<file path="config.mk">
export PLATFORM = sky130hd
export DESIGN_NAME = lpht_ram
export DESIGN_NICKNAME = d
export VERILOG_FILES = /design/src/linear_probing_hash_table_core_assert.svh /design/src/lpht_ram.sv
export SDC_FILE = /design/constraint.sdc
export NUM_CORES = 1
export LEC_CHECK = 0
export BUFFER_PORTS_ARGS = -buffer_cell sky130_fd_sc_hd__buf_2
export CAP_MARGIN = 20
export CORE_MARGIN = 8
export CORE_UTILIZATION = 50
export DETAILED_ROUTE_END_ITERATION = 8
export PLACE_DENSITY = 0.67
export SYNTH_ARGS = -nofsm -noshare
export SYNTH_HDL_FRONTEND = slang
export SYNTH_SLANG_ARGS = --single-unit
export TNS_END_PERCENT = 50
</file>
<file path="constraint.sdc">
create_clock -name clk -period 4.23 [get_ports clk]
set_input_delay 0.423 -clock clk [delete_from_list [all_inputs] [get_ports clk]]
set_output_delay 0.423 -clock clk [all_outputs]
set_load 0.01 [all_outputs]
</file>
<file path="src/linear_probing_hash_table_core_assert.svh">
// Assertion helpers for the hash table core
`ifndef LINEAR_PROBING_HASH_TABLE_CORE_ASSERT_SVH
`define LINEAR_PROBING_HASH_TABLE_CORE_ASSERT_SVH

// same-cycle implication, disabled during reset
`define LPHT_ASSERT_IMP(label, clk, rstn, ante, cons, msg) \
    label: assert property (@(posedge clk) disable iff (!(rstn)) (ante) |-> (cons)) \
        else $error(msg);

// next-cycle implication, disabled during reset
`define LPHT_ASSERT_NXT(label, clk, rstn, ante, cons, msg) \
    label: assert property (@(posedge clk) disable iff (!(rstn)) (ante) |=> (cons)) \
        else $error(msg);

`endif

</file>
<file path="src/lpht_ram.sv">
module lpht_ram #(
    parameter int WIDTH = 8,
    parameter int DEPTH = 16
) (
    input  logic                                  clk,
    input  logic                                  wr_en,
    input  logic [(DEPTH > 1 ? $clog2(DEPTH) : 1)-1:0] wr_addr,
    input  logic [WIDTH-1:0]                      wr_data,
    input  logic [(DEPTH > 1 ? $clog2(DEPTH) : 1)-1:0] rd_addr,
    output logic [WIDTH-1:0]                      rd_data
);

    logic [WIDTH-1:0] mem_reg [DEPTH];
    logic [WIDTH-1:0] rd_data_reg;

    always_ff @(posedge clk) begin
        if (wr_en) begin
            mem_reg[wr_addr] <= wr_data;
        end
        rd_data_reg <= mem_reg[rd_addr];
    end

    assign rd_data = rd_data_reg;

endmodule

</file>
After elaboration in Yosys (flattened, before gate mapping)
Memories as Yosys holds them, arrays and structs flattened. A register that Yosys moved wholly into a read port is not among the register bits.
Index checks and enable logic that the tools add are counted.

word-level totals
  flip-flop bits (word level) = 0
  RAM bits = 128
  input port bits = 18
  output and inout port bits = 8
  word-level logic and storage cells = 3
  memories kept = 1

memories
  memory   depth  bits a word  read ports  clocked after Yosys merged registers in  write ports  RTL line        source
  mem_reg  16     8            1           1                                        1            lpht_ram.sv:13  logic [WIDTH-1:0] mem_reg [DEPTH];

operators by class
  muxes and demuxes = 2

operators by type and width
  operator  count
  $mux 1    2

Longest topological paths before layout
  depth after elaboration = 2
  depth in mapped cells = 5
  depth with buffers taken out = 3

Worst setup path after synthesis
No wires, ideal clock.

  path type = input to register
  start point = input port wr_addr[2] (netlist bit)
  end point = memory mem_reg[0][0] (enable)
  library setup time = 0.383 ns
  arrival = 1.533 ns
  data required time = 3.847 ns
  slack = 2.314 ns
  stages = 2
  path buffers = 0
  path through = or3b_2 nor3_1

RTL lines
  what         RTL line        source
  from (decl)  lpht_ram.sv:7   input logic [(DEPTH > 1 ? $clog2(DEPTH) : 1)-1:0] wr_addr,
  to (decl)    lpht_ram.sv:13

No word-level cell before the write port.

==> run_results.csv <==
group,metric,value,unit
timing,hold_slack,289,ps
yosys,synthDominantAreaCellType,"edfxtp_1",
timing,maxSlewViolCount,0,
clock_network,clock_insertion_delay_worst_skew,510,ps
power_and_ir_drop,static-leakage-power,1.99,nW
detailed_routing,routed-via-count,2332,
timing,timing.slew.headroom,30.3,%
layout,layout.cells.most_common_list,"edfxtp_1 (128), buf_2 (26), mux4_2 (18)",
detailed_routing,via_density,5.63,
power_and_ir_drop,design_power,3.12,mW
timing,post-route-period-util,43.1,%
clock_network,root_buffer_master,"clkbuf_8",
die,floorplan.io_pins,26,
layout,area_growth_syn_to_layout,16.2,%
timing,setup-tns-final,0,ps
detailed_routing,wl_per_cell,22.4,um
timing,setup_viol,0,
yosys,post_synth_instance_area,5150,um^2
critical_path,worstSetupStartpointType,"input port",
timing,grt_setup_unrepaired,"no",
layout,final_cell_count_no_fill,414,
critical_path,critPathRequiredTime,4620,ps
critical_path,cp.arrival,2210,ps
critical_path,capturing_element_type_of_the_critical_path,"flip-flop",
clock_network,ctsHtreeMaxLevel,4,
yosys,synth_warnings,0,
global_routing,met3_usage,4.27,%
detailed_routing,firstDrtPassIters,4,
detailed_routing,drc,0,
clock_network,tritoncts_num_sinks,136,
power_and_ir_drop,power.density,522,nW/um^2
layout,fin_nets,284,
global_routing,gr-total-overflow,0,
status,outcome,"finished clean",
placement,buffer_ports.inserted,25,
clock_network,tritoncts_buffers,17,
global_routing,grt_start_max_net_pins,33,
layout,layout-drive-gt1-share,27.3,%
die,die_height,117,um
yosys,synth_nets,247,
power_and_ir_drop,peakVddDrop,0.311,mV
die,initial_core_util,50.8,%
layout,fillerInstances,744,
clock_network,tritoncts_clock_tree,"built",
detailed_routing,drt_wl_total,9270,um
global_routing,met1_usage,18.9,%
placement,post_dp_cell_area,5380,um^2
yosys,synth_largest_type_area_fraction,74.7,%
placement,hpwlAfterDp,5680,um
detailed_routing,count_of_nets_left_with_antenna_violations_after_detail_routing,0,
clock_network,worst_setup_hold_path_clk_slew,60,ps
detailed_routing,dr.first_iter.drc_count,146,
layout,num_antenna_cells,0,
yosys,ys_seq_elements,136,
global_routing,grtUsageMet2,21.9,%
placement,place.detailed.instances,383,
clock_network,cts_setup_buffers,0,
timing,tightestPinTransition,1040,ps
critical_path,critical_path_peak_fanout,32,
layout,final_design_area_no_fill,5980,um^2
yosys,syn-instance-count,229,
yosys,synthTopCellsByArea,"edfxtp_1 (75%), mux4_2 (7.9%), mux4_1 (7.1%)",
timing,fin_skew,8.72,ps
die,die_w,117,um
clock_network,cts-resized-gates,0,
run,cap_violations,0,
die,die-area,13800,um^2
critical_path,setup.reg_to_reg.worst_slack,2900,ps
global_routing,gr-max-usage-layer,"met2",
die,core,10100,um^2
layout,commonest_non_fill_non_tap_cell_in_the_layout,"edfxtp_1",
global_routing,antenna_found_initial,0,
timing,final-hold-violation-count,0,
clock_network,ctsLongestPathBuffers,2,
yosys,ys_types,19,
timing,max_freq,548,MHz
global_routing,grt_pass1_wl,14800,um
timing,post-route-min-period,1820,ps
yosys,syn_avg_cell_area,22.5,um^2
global_routing,grtUsageTotal,14.4,%
layout,largest_register_ffs,128,
critical_path,critPathKind,"in2reg",
placement,finalWeightedCongestion,0.697,
worst_hold_path,worst_hold_path_type,"in2reg",
yosys,seq_area_frac_synth,77.8,%
die,core.rowCount,37,
clock_network,hold_buffers,0,
global_routing,first_global_vias,2555,
==> metrics by stage <==
stage / worst slack, ps / util (%)
2_1_floorplan: 2310 / -
3_3_place_gp: 1760 / 53.0
3_5_place_dp: 1830 / 53.1
4_1_cts: 2360 / 59.0
5_1_grt: 2270 / 59.0
6_report: 2410 / 59.0
==> worst paths after layout <==
path                            cells past startpoint            from        endpoint
worst min register to register                      3  mem_reg[14][1]      rd_data[1]
worst max-delay path                                4      rd_addr[0]      rd_data[4]
worst min-delay path                                1      wr_data[6]  mem_reg[14][6]
worst max register to register                      3   mem_reg[9][4]      rd_data[4]
==> worst max-delay path: stages <==
cell,delay [ps]
buf_2,770
mux4_1,650
a22oi_1,270
nand2_1,80
==> routing by layer <==
metal,part of all wire [%],up-vias
li1,-,1046
met1,45,1223
met2,50,59
met3,4.0,4
met4,0.80,0
met5,0,-
==> cell type report <==
class                           instances  area [um^2]  share of cell area, %
Clock buffer                           19          422                   7.05
Clock inverter                         12          176                   2.95
Multi-Input combinational cell         83         1060                   17.8
Sequential cell                       136         4000                   67.0
Tap cell                              136          170                   2.85
Timing Repair Buffer                   28          145                   2.43
==> synthesized netlist by cell type (all sizes together) <==
library cell   number
nor3                4
edfxtp            128
a22oi              16
and2                1
buf                 7
clkdlybuf4s25       3
and2b               1
nor2b               1
or3b                1
nand2               9
nand3               1
mux4               32
nand2b              2
dfxtp               8
nor2               13
nand3b              2
==> power breakdown <==
| part | switching [mW] | internal (mW) | total, mW |
|---|---|---|---|
| clock | 0.525 | 0.952 | 1.48 |
| sequential | 0.00883 | 1.51 | 1.52 |
| combinational | 0.0763 | 0.0540 | 0.130 |
==> cell families after synthesis <==
logic type	count (synthesis)	synth area share, %
DFF	136	77.8
and+or+nand+nor	35	3.18
AOI/OAI and AO/OA	16	2.33
muxes	32	15.0
buffers and inverters	10	1.68
Power figures use the tool's default switching activity.
